===== config.mk =====
export PLATFORM = sky130hd
export DESIGN_NAME = roll_attitude_controller
export DESIGN_NICKNAME = d
export VERILOG_FILES = /design/src/sv/rac_pkg.sv /design/src/sv/rac_ctrl.sv /design/src/sv/rac_dp.sv /design/src/sv/roll_attitude_controller.sv
export SDC_FILE = /design/constraint.sdc
export NUM_CORES = 2
export LEC_CHECK = 0
export BUFFER_PORTS_ARGS = -buffer_cell sky130_fd_sc_hd__buf_2
export CORE_ASPECT_RATIO = 0.6
export CORE_MARGIN = 5
export CORE_UTILIZATION = 68
export DETAILED_ROUTE_END_ITERATION = 8
export PLACE_DENSITY = 0.91
export SKIP_CTS_REPAIR_TIMING = 1
export SYNTH_ARGS = -nofsm -noshare
export SYNTH_HDL_FRONTEND = slang
export SYNTH_SLANG_ARGS = --single-unit

===== constraint.sdc =====
create_clock -name clk -period 18.7 [get_ports clk]
set_input_delay 0.935 -clock clk [delete_from_list [all_inputs] [get_ports clk]]
set_output_delay 0.935 -clock clk [all_outputs]
set_load 0.05 [all_outputs]

===== src/sv/rac_pkg.sv =====
// Shared types and constants for the roll attitude controller.
package rac_pkg;

	localparam int unsigned WORD_W  = 16;
	localparam int unsigned DRIVE_W = 18;
	localparam int unsigned PROD_W  = 32;

	// Derivative filter pole and leak, both Q16
	localparam logic [WORD_W-1:0] FILT_POLE = 16'd59297;
	localparam logic [WORD_W-1:0] FILT_LEAK = 16'd6239;

	typedef enum logic [2:0] {
		CFG_ROLL_PROP_GAIN   = 3'd0,
		CFG_YAW_DAMP_GAIN    = 3'd1,
		CFG_ROLL_RATE_GAIN   = 3'd2,
		CFG_ACCEL_FILT_GAIN  = 3'd3,
		CFG_HOVER_DAMP_GAIN  = 3'd4,
		CFG_HOVER_NAV_RADIUS = 3'd5,
		CFG_ENABLE_BITS      = 3'd6
	} cfg_idx_t;

	localparam int unsigned EN_NAV  = 0;
	localparam int unsigned EN_ROLL = 1;
	localparam int unsigned EN_YAW  = 2;

	typedef enum logic [2:0] {
		MS_FIRST,
		MS_YAW,
		MS_ACCEL,
		MS_POLE,
		MS_LEAK,
		MS_RATE
	} mul_sel_t;

	typedef enum logic [3:0] {
		ST_IDLE,
		ST_MUL_FIRST,
		ST_MUL_YAW,
		ST_MUL_ACCEL,
		ST_MUL_POLE,
		ST_FILT,
		ST_MUL_LEAK,
		ST_MUL_RATE,
		ST_DONE_NORM,
		ST_DONE_HOVER
	} state_t;

	typedef struct packed {
		logic     load;
		logic     mul_en;
		mul_sel_t mul_sel;
		logic     acc_sub;
		logic     outer_ld;
		logic     a_ld;
		logic     filt_ld;
		logic     a_sub;
		logic     out_ld;
		logic     out_hover;
	} dp_cmd_t;

	typedef struct packed {
		logic hover;
	} dp_status_t;

endpackage


===== src/sv/rac_ctrl.sv =====
// Sequencer for the roll attitude controller: steps the shared multiplier and owns the beat flags.
module rac_ctrl import rac_pkg::*; (
	input  logic       clk,
	input  logic       arst_n,
	input  logic       s_tvalid,
	output logic       s_tready,
	output logic       m_tvalid,
	input  logic       m_tready,
	input  dp_status_t status,
	output dp_cmd_t    cmd
);

	state_t state_q, state_d;
	logic   m_tvalid_q;
	logic   out_free;

	assign out_free = !m_tvalid_q || m_tready;
	assign m_tvalid = m_tvalid_q;

	always_ff @(posedge clk or negedge arst_n) begin
		if (!arst_n) begin
			state_q    <= ST_IDLE;
			m_tvalid_q <= 1'b0;
		end else begin
			state_q <= state_d;
			if (cmd.out_ld) begin
				m_tvalid_q <= 1'b1;
			end else if (m_tready) begin
				m_tvalid_q <= 1'b0;
			end
		end
	end

	always_comb begin
		state_d  = state_q;
		s_tready = 1'b0;
		cmd      = '0;
		cmd.mul_sel = MS_FIRST;
		case (state_q)
			ST_IDLE: begin
				s_tready = 1'b1;
				if (s_tvalid) begin
					cmd.load = 1'b1;
					state_d  = ST_MUL_FIRST;
				end
			end
			ST_MUL_FIRST: begin
				cmd.mul_en  = 1'b1;
				cmd.mul_sel = MS_FIRST;
				state_d     = status.hover ? ST_DONE_HOVER : ST_MUL_YAW;
			end
			ST_MUL_YAW: begin
				cmd.acc_sub = 1'b1;
				cmd.mul_en  = 1'b1;
				cmd.mul_sel = MS_YAW;
				state_d     = ST_MUL_ACCEL;
			end
			ST_MUL_ACCEL: begin
				cmd.outer_ld = 1'b1;
				cmd.mul_en   = 1'b1;
				cmd.mul_sel  = MS_ACCEL;
				state_d      = ST_MUL_POLE;
			end
			ST_MUL_POLE: begin
				cmd.a_ld    = 1'b1;
				cmd.mul_en  = 1'b1;
				cmd.mul_sel = MS_POLE;
				state_d     = ST_FILT;
			end
			ST_FILT: begin
				cmd.filt_ld = 1'b1;
				state_d     = ST_MUL_LEAK;
			end
			ST_MUL_LEAK: begin
				cmd.mul_en  = 1'b1;
				cmd.mul_sel = MS_LEAK;
				state_d     = ST_MUL_RATE;
			end
			ST_MUL_RATE: begin
				cmd.a_sub   = 1'b1;
				cmd.mul_en  = 1'b1;
				cmd.mul_sel = MS_RATE;
				state_d     = ST_DONE_NORM;
			end
			ST_DONE_NORM: begin
				// hold until the output slot frees up
				if (out_free) begin
					cmd.out_ld = 1'b1;
					state_d    = ST_IDLE;
				end
			end
			ST_DONE_HOVER: begin
				if (out_free) begin
					cmd.out_ld    = 1'b1;
					cmd.out_hover = 1'b1;
					state_d       = ST_IDLE;
				end
			end
			default: begin
				state_d = ST_IDLE;
			end
		endcase
	end

endmodule


===== src/sv/rac_dp.sv =====
// Datapath for the roll attitude controller: gain registers, shared multiplier, accumulators, filter state.
module rac_dp import rac_pkg::*; (
	input  logic                clk,
	input  logic                arst_n,
	input  logic                cfg_we,
	input  logic [2:0]          cfg_index,
	input  logic [WORD_W-1:0]   cfg_data,
	input  logic [3:0]          in_flags,
	input  logic [6*WORD_W-1:0] in_words,
	input  dp_cmd_t             cmd,
	output dp_status_t          status,
	output logic [DRIVE_W-1:0]  roll_drive
);

	// gains
	logic [WORD_W-1:0] kp_q, kyaw_q, krate_q, kacc_q, khover_q;
	logic [14:0]       radius_q;
	logic [2:0]        enable_q;

	// captured tick
	logic                     hover_q, inv_q, gps_q, fb_q;
	logic signed [WORD_W-1:0] nav_q, tilt_q, yaw_q, rroll_q, rerr_q, fin_q;

	logic signed [WORD_W-1:0] filt_q;
	logic [PROD_W-1:0]        prod_q, acc_q, a_q;
	logic signed [WORD_W:0]   outer_q;
	logic [DRIVE_W-1:0]       drive_q;

	logic nav_en, roll_en, yaw_en;
	assign nav_en  = enable_q[EN_NAV] && gps_q;
	assign roll_en = enable_q[EN_ROLL] && fb_q;
	assign yaw_en  = enable_q[EN_YAW] && fb_q;

	assign status.hover = hover_q;
	assign roll_drive   = drive_q;

	always_ff @(posedge clk or negedge arst_n) begin
		if (!arst_n) begin
			kp_q     <= '0;
			kyaw_q   <= '0;
			krate_q  <= '0;
			kacc_q   <= '0;
			khover_q <= '0;
			radius_q <= '0;
			enable_q <= '0;
		end else if (cfg_we) begin
			case (cfg_idx_t'(cfg_index))
				CFG_ROLL_PROP_GAIN:   kp_q     <= cfg_data;
				CFG_YAW_DAMP_GAIN:    kyaw_q   <= cfg_data;
				CFG_ROLL_RATE_GAIN:   krate_q  <= cfg_data;
				CFG_ACCEL_FILT_GAIN:  kacc_q   <= cfg_data;
				CFG_HOVER_DAMP_GAIN:  khover_q <= cfg_data;
				CFG_HOVER_NAV_RADIUS: radius_q <= cfg_data[14:0];
				CFG_ENABLE_BITS:      enable_q <= cfg_data[2:0];
				default: ;
			endcase
		end
	end

	// shared signed-by-unsigned multiplier
	logic signed [WORD_W-1:0] mul_s;
	logic [WORD_W-1:0]        mul_u;
	logic signed [PROD_W:0]   mul_full;

	always_comb begin
		case (cmd.mul_sel)
			MS_FIRST: begin
				mul_s = hover_q ? rroll_q : tilt_q;
				mul_u = hover_q ? khover_q : kp_q;
			end
			MS_YAW: begin
				mul_s = inv_q ? -yaw_q : yaw_q;
				mul_u = kyaw_q;
			end
			MS_ACCEL: begin
				mul_s = rerr_q;
				mul_u = kacc_q;
			end
			MS_POLE: begin
				mul_s = filt_q;
				mul_u = FILT_POLE;
			end
			MS_LEAK: begin
				mul_s = filt_q;
				mul_u = FILT_LEAK;
			end
			MS_RATE: begin
				mul_s = rerr_q;
				mul_u = krate_q;
			end
			default: begin
				mul_s = rerr_q;
				mul_u = krate_q;
			end
		endcase
	end

	assign mul_full = (PROD_W+1)'(mul_s) * (PROD_W+1)'($signed({1'b0, mul_u}));

	// yaw damping enters through the high word of the negated product
	logic [PROD_W-1:0]        yaw_neg;
	logic signed [WORD_W-1:0] yawfb;
	logic [PROD_W-1:0]        filt_sum;
	logic signed [DRIVE_W:0]  norm_sum;
	logic signed [DRIVE_W:0]  hover_sum;
	logic signed [WORD_W-1:0] navd, damp;

	assign yaw_neg  = PROD_W'(0) - prod_q;
	assign yawfb    = yaw_en ? $signed(yaw_neg[PROD_W-1:WORD_W]) : '0;
	assign filt_sum = prod_q + a_q;

	always_comb begin
		norm_sum = (DRIVE_W+1)'(outer_q);
		if (roll_en) begin
			norm_sum = norm_sum + (DRIVE_W+1)'($signed(a_q[PROD_W-1:WORD_W]))
				+ (DRIVE_W+1)'($signed(prod_q[PROD_W-1:WORD_W]));
		end
		navd = '0;
		damp = '0;
		if (fb_q) begin
			if (nav_en && ($signed({fin_q[WORD_W-1], fin_q}) > $signed({2'b00, radius_q}))) begin
				navd = nav_q;
			end
			damp = $signed(prod_q[PROD_W-1:WORD_W]);
		end
		hover_sum = (DRIVE_W+1)'(navd) - (DRIVE_W+1)'(damp);
	end

	always_ff @(posedge clk or negedge arst_n) begin
		if (!arst_n) begin
			filt_q <= '0;
		end else if (cmd.filt_ld && roll_en) begin
			filt_q <= $signed(filt_sum[PROD_W-1:WORD_W]);
		end
	end

	always_ff @(posedge clk) begin
		if (cmd.load) begin
			{fb_q, gps_q, inv_q, hover_q} <= in_flags;
			nav_q   <= $signed(in_words[0*WORD_W +: WORD_W]);
			tilt_q  <= $signed(in_words[1*WORD_W +: WORD_W]);
			yaw_q   <= $signed(in_words[2*WORD_W +: WORD_W]);
			rroll_q <= $signed(in_words[3*WORD_W +: WORD_W]);
			rerr_q  <= $signed(in_words[4*WORD_W +: WORD_W]);
			fin_q   <= $signed(in_words[5*WORD_W +: WORD_W]);
			acc_q   <= (enable_q[EN_NAV] && in_flags[2])
				? {in_words[0*WORD_W +: WORD_W], {WORD_W{1'b0}}} : '0;
		end else if (cmd.acc_sub && roll_en) begin
			acc_q <= acc_q - prod_q;
		end
		if (cmd.mul_en) begin
			prod_q <= mul_full[PROD_W-1:0];
		end
		if (cmd.outer_ld) begin
			outer_q <= (WORD_W+1)'($signed(acc_q[PROD_W-1:WORD_W])) - (WORD_W+1)'(yawfb);
		end
		if (cmd.a_ld) begin
			a_q <= prod_q;
		end else if (cmd.a_sub) begin
			a_q <= a_q - prod_q;
		end
		if (cmd.out_ld) begin
			drive_q <= cmd.out_hover ? hover_sum[DRIVE_W-1:0] : norm_sum[DRIVE_W-1:0];
		end
	end

endmodule


===== src/sv/roll_attitude_controller.sv =====
// Top level of the roll attitude controller: stream ports, config port, sequencer and datapath.
//
// One input beat is one control tick and yields one roll drive beat. A normal-mode tick
// runs from the accepting idle state through the six multiply states, with the filter
// update state between the pole and leak products, to the done state that loads the output
// register; a hover-mode tick runs from its first product straight to its done state. The
// sequencer steps the single 16x16 multiplier through these products one per cycle, and a
// new tick is taken only once the previous one has been loaded. A result still waiting
// in the output register holds the next result back for as long as the downstream side
// stalls. The output register lets a finished result wait for the downstream side while the
// next tick is taken. Gain registers are written through the config port, which is always
// ready; write them only while idle.
module roll_attitude_controller import rac_pkg::*; (
	input  logic        clk,
	input  logic        arst_n,
	input  logic        s_tvalid,
	output logic        s_tready,
	// nav_deflection, tilt_error, yaw_rate, roll_rate, rate_error, finish_distance
	input  logic [95:0] s_tdata,
	// hover_mode, inverted, nav_steer, stab_feedback
	input  logic [3:0]  s_tuser,
	output logic        m_tvalid,
	input  logic        m_tready,
	// roll_drive (18 bits), zero filled
	output logic [23:0] m_tdata,
	input  logic        cfg_valid,
	output logic        cfg_ready,
	input  logic [2:0]  cfg_index,
	input  logic [15:0] cfg_data
);

	dp_cmd_t            cmd;
	dp_status_t         status;
	logic [DRIVE_W-1:0] roll_drive;

	assign cfg_ready = 1'b1;
	assign m_tdata   = {{(24-DRIVE_W){1'b0}}, roll_drive};

	rac_ctrl u_ctrl (
		.clk      (clk),
		.arst_n   (arst_n),
		.s_tvalid (s_tvalid),
		.s_tready (s_tready),
		.m_tvalid (m_tvalid),
		.m_tready (m_tready),
		.status   (status),
		.cmd      (cmd)
	);

	rac_dp u_dp (
		.clk        (clk),
		.arst_n     (arst_n),
		.cfg_we     (cfg_valid),
		.cfg_index  (cfg_index),
		.cfg_data   (cfg_data),
		.in_flags   (s_tuser),
		.in_words   (s_tdata),
		.cmd        (cmd),
		.status     (status),
		.roll_drive (roll_drive)
	);

endmodule

# == Yosys cells after proc, flatten, opt, wreduce, memory -nomap -nowiden ==
# Cells that the tools add are included.
# totals
register_bits,350
input_bits,124
output_inout_bits,27
elab_cells,117
# op_classes
add_sub_neg,9
multipliers,1
order_cmp,1
eq_ne,21
n_mux,35
n_reduce_logical,25
# op_table
op,count
2-to-1 mux 32 bit,5
2-to-1 mux 16 bit,7
one-hot mux 16 bit (5 select lines),1
subtractor 32 bit,2
one-hot mux 16 bit (3 select lines),1
2-to-1 mux 18 bit,2
one-hot mux 4 bit (9 select lines),1
subtractor 16 x 16 -> 17 bit,2
adder 32 bit,1
multiplier 16 x 17 -> 32 bit,1
"subtractor 1 x 32 -> 32 bit, first input constant",1
one-hot mux 4 bit (6 select lines),1
adder 17 x 16 -> 18 bit,1
adder 18 x 16 -> 18 bit,1
"== test 4 x 3 -> 1 bit, second input constant",4
> comparator 16 bit,1
negator 16 bit,1
AND reduction 2 bit,8
"== test 3 x 2 -> 1 bit, second input constant",4
"== test 3 bit, second input constant",4
2-to-1 mux 1 bit,12
2-to-1 mux 4 bit,3
"== test 4 x 2 -> 1 bit, second input constant",2
"== test 4 bit, second input constant",2
other kinds (13),24

# == Longest topological paths before layout ==
# depth
word_depth,6
depth_mapped,34
mapped_depth_nobuf,32

# == Cells and area by module ==
# A second synthesis with hierarchy kept.
# unflattened
hier_cells,2968
area_unflattened_um2,29955.0
# modules_own_cells
module,instances,cells_each,area_each_um2,seq_area_each_um2
rac_dp,1,2909,29504.5,9789.4
rac_ctrl,1,50,390.4,125.1
roll_attitude_controller,1,9,60.1,0.0

# == Worst setup path before layout ==
# OpenSTA, ideal clock, no wires.
# synth_timing
path_type,flip-flop to flip-flop
from,register u_ctrl.state_q[3]
to,"register u_dp.prod_q[30], data pin"
setup_ns,0.257
arrival_ns,8.063
required_ns,18.443
path_slack_ns,10.380
path_stages_with_launch,31
period_less_slack_ns,8.320
cell_sequence,dfrtp_1 -> clkbuf_1 -> clkbuf_1 -> nor3_1 -> a22oi_1 -> o211ai_1 -> o21a_1 -> clkbuf_1 -> nand2_1 -> fa_1 -> inv_1 -> fa_1 -> inv_1 -> fa_1 -> inv_1 -> fa_1 -> fa_1 -> inv_1 -> fa_1 -> inv_1 -> ha_1 -> a21o_1 -> a21o_1 -> a21o_1 -> nand3_1 -> nand2_1 -> a21oi_1 -> nor3_1 -> o31a_1 -> o22a_1 -> xor2_1
# synth_between
elab_chain_cells,6
word_cells_on_any_way,16
cone_classes,mul: 1; eq/ne: 10; mux: 3; reduce/logical: 2
# synth_lines
element,line_no,source
"start, declared",rac_ctrl.sv:13,"state_t state_q, state_d;"
"start signal, assigned",rac_ctrl.sv:25,state_q <= state_d;
"== test 4 x 3 -> 1 bit, or another cell as far along",rac_ctrl.sv:39,case (state_q)
one-hot mux 4 bit (6 select lines) *,rac_ctrl.sv:39,
== test 3 x 2 -> 1 bit or == test 3 bit (tied branches),rac_dp.sv:66,case (cmd.mul_sel)
OR reduction 2 bit (no source line),n/a,
one-hot mux 16 bit (3 select lines),rac_dp.sv:66,
multiplier 16 x 17 -> 32 bit *,rac_dp.sv:98,"assign mul_full = (PROD_W+1)'(mul_s) * (PROD_W+1)'($signed({1'b0, mul_u}));"
via u_dp.mul_full[30],rac_dp.sv:63,logic signed [PROD_W:0] mul_full;
"end signal, assigned",rac_dp.sv:152,prod_q <= mul_full[PROD_W-1:0];
"end, declared",rac_dp.sv:25,"logic [PROD_W-1:0] prod_q, acc_q, a_q;"
# Mark *: on every way through the listed nets, which the timed path passes. The rest lies on a longest branch.
# A chain may end at the register's enable or synchronous reset.

# == Worst setup path in the final report ==
# layout_timing
from,register u_ctrl.state_q[3]
to,"register u_dp.prod_q[31], data pin"
# The elaborated chain is that of the path after synthesis.

==> summary.txt <==
Status: finished with violations
Violated checks: DRC
Routed Antenna Nets: 0
Fin area: 0.0324 mm^2
Chip height: 172 um
Layout cell share with drive strength beyond 1: 12.4%
Via count: 24,300
# fillers: 2,957
Syn Area/Cell: 9.94 um^2
Worst skew pair latency: 0.58 ns
Std-Cell Rows: 59
Worst Setup End Kind: flip-flop
Number of buffers inserted by port buffering: 143
Cells after synthesis: 2,993
Layout Skew: 0.0341 ns
Critical path type: reg2reg
Syn Std Cell Area: 0.0298 mm^2
Post-DP HPWL: 70.9 mm
Yosys warning total: 0
Slowest CP cell: nor2_2
Clock sinks: 350
Async SR Flop Fraction: 34.0%
Setup_tns: 0 ns
Post-synthesis sequential area ratio: 33.3%
Worst Tran Pin Value: 1.43 ns
Post-synthesis cell type count: 81
Clock tree buffer depth: 3
Post-DR wirelength/cell: 24.5 um
WHS: 0.446 ns
Critical Path Source: u_ctrl.state_q[3]$_DFFE_PN0P_
Crit path time final: 9.26 ns
CP Launch Type: flip-flop
CTS tree: yes
Register bit total from synthesis: 350
DR pass1 iterations: 9
Vias in the first global route: 24,100
Reg2Reg Depth: 29
Period utilization: 49.5%
Final wirelength: 91.4 mm
N_diodes: 0
CTS Root Cell: clkbuf_16
Initial antenna violation count: 0
Critical Path AT: 9.59 ns
Worst Path Required: 19.03 ns
Worst slack at placement: 9.71 ns
RSZ-0062 raised after global routing: no
Die width: 280 um
Max_slew headroom: 4.00%
Effective utilization at floorplan: 68.8%
Clk slew on worst S/H paths: 0.06 ns
Reg2Reg Launch Point: u_ctrl.state_q[3]$_DFFE_PN0P_
Highest Clock Rate: 108 MHz
Final hold vios: 0
Global Route Usage Sum: 37.7%
Dominant synthesized flop cell: edfxtp_1
Die area: 0.0482 mm^2
Vias per inst: 6.51
Initial DRC Count: 3,541
Crit path max fanout: 36
Total grt overflow: 0
Nets: 3,735
Residual DRC: 53
Core area: 0.0433 mm^2
Setup ws final: 9.44 ns
Final slew viol count: 0
Endpoints failing setup: 0
Critical Path Max Stage Delay: 1.00 ns
R2R setup slack: 9.44 ns
RD Place Congestion: 1.02
First-pass GRT wire length: 139 mm
Min-Delay Path Class: in2async
# IOs: 151
CTS Buf Count: 36
Area Growth Syn to Fin: 8.80%
CP most frequent cell: fa_1
Reg-to-reg endpoint: u_dp.prod_q[31]$_DFFE_PN_
Max-cap viol count: 0
H-Tree Depth: 2
Pin count of the biggest net entering global routing: 78
Placed cell areas: 0.0312 mm^2
Number of synthesized flops with an enable pin: 231
[how the worst max path moves through the flow]
stage                                           end  slack, ns  depth (start not counted)
after CTS                 u_dp.prod_q[31]$_DFFE_PN_       9.67                         29
after detailed placement  u_dp.prod_q[31]$_DFFE_PN_       9.71                         29
after global placement    u_dp.prod_q[30]$_DFFE_PN_      10.13                         28
after floorplan           u_dp.prod_q[30]$_DFFE_PN_      10.38                         30
after global routing      u_dp.prod_q[31]$_DFFE_PN_       9.03                         29
final                     u_dp.prod_q[31]$_DFFE_PN_       9.44                         29
[cell usage in the layout, fill, tap and decap left out, drive strengths merged, types with 32 or more instances in the layout]
| cell | instances |
|---|---|
| xor2 | 53 |
| o21a | 40 |
| ha | 274 |
| o21ai | 146 |
| nor3 | 56 |
| edfxtp | 231 |
| nand3 | 32 |
| xnor2 | 101 |
| dfrtp | 119 |
| inv | 361 |
| clkbuf | 50 |
| nand2b | 39 |
| mux2i | 36 |
| a21o | 51 |
| nand2 | 261 |
| buf | 183 |
| nor2 | 300 |
| a21oi | 146 |
| mux2 | 108 |
| fa | 216 |
[final cells by class]
class / instances / area [um^2] / share of cell area (%)
clock inverters: 16 / 200 / 0.618
well taps: 579 / 724 / 2.24
flip-flops and latches: 350 / 9910 / 30.6
inverters: 359 / 1350 / 4.18
repair buffers: 183 / 1020 / 3.15
clock buffers: 50 / 993 / 3.07
multi-input cells: 2191 / 18200 / 56.1
[cells by family after synthesis]
group,after synthesis,synth area share [%]
flops,350,33.3
simple gates,837,12.8
other cells,2,0.0252
mux,144,5.30
xor+xnor,154,4.56
fa+ha+maj,490,26.1
compound gates,559,12.0
buf+inv,457,5.89
[through the flow]
step,cells,utilization (%)
after detailed placement,3662,72.1
after CTS,3728,74.8
after global placement,3662,72.1
after floorplan,2998,-
after global routing,3728,74.8
final,3728,74.8
[state kept, by name, summed over array words and instances (netlist names), 17 cells and up]
name	count
u_dp.a_q	32
u_dp.acc_q	32
u_dp.outer_q	17
u_dp.prod_q	32
u_dp.roll_drive	18
[worst max-delay path, delay by kind of cell (launching register included)]
kind                     cells  cell delay [ns]
AND/OR/NAND/NOR              6             1.75
flip-flops                   1             0.59
AO/OA/AOI/OAI               10             2.72
adder cells (fa/ha/maj)      7             3.39
buffers and inverters        5             0.43
XOR/XNOR                     1             0.13
[metal layers]
metal / global-route usage (%) / share of wire [%] / vias to the layer above
met3: 15.3 / 16 / 347
met1: 53.8 / 40 / 11700
met2: 53.2 / 40 / 1749
met4: 11.8 / 3.9 / 0
met5: 0 / 0 / -
li1: - / - / 10500
[synthesized netlist by cell type, types with 8 or more instances]
| cell | n | area share [%] |
|---|---|---|
| a22oi_1 | 10 | 0.25 |
| nor3_1 | 54 | 0.91 |
| or3_1 | 17 | 0.36 |
| nand3_1 | 32 | 0.54 |
| o21ai_1 | 23 | 0.39 |
| a211oi_1 | 15 | 0.38 |
| fa_1 | 216 | 15 |
| clkbuf_1 | 81 | 1.0 |
| nor4_1 | 11 | 0.23 |
| mux2_2 | 108 | 4.1 |
| nor2b_1 | 30 | 0.63 |
| edfxtp_1 | 231 | 23 |
| o21ai_0 | 122 | 2.1 |
| a221oi_1 | 14 | 0.41 |
| a31oi_1 | 13 | 0.27 |
| mux2i_1 | 36 | 1.2 |
| and3_1 | 13 | 0.27 |
| dfrtp_1 | 119 | 10 |
| ha_1 | 274 | 12 |
| xnor2_1 | 100 | 2.9 |
| buf_4 | 8 | 0.20 |
| inv_1 | 358 | 4.5 |
| o21a_1 | 40 | 1.0 |
| o211ai_1 | 22 | 0.56 |
| o221ai_1 | 9 | 0.26 |
| o31ai_1 | 20 | 0.50 |
| xor2_1 | 53 | 1.6 |
| a21oi_1 | 145 | 2.4 |
| nor2_1 | 300 | 3.8 |
| a21o_1 | 51 | 1.3 |
| and2_1 | 28 | 0.59 |
| o21bai_1 | 14 | 0.35 |
| nand2b_1 | 39 | 0.82 |
| nand2_1 | 261 | 3.3 |
Power is left out: the tool's default activity adds up to more than one toggle a clock period on the data nets, which glitch-free logic cannot reach.
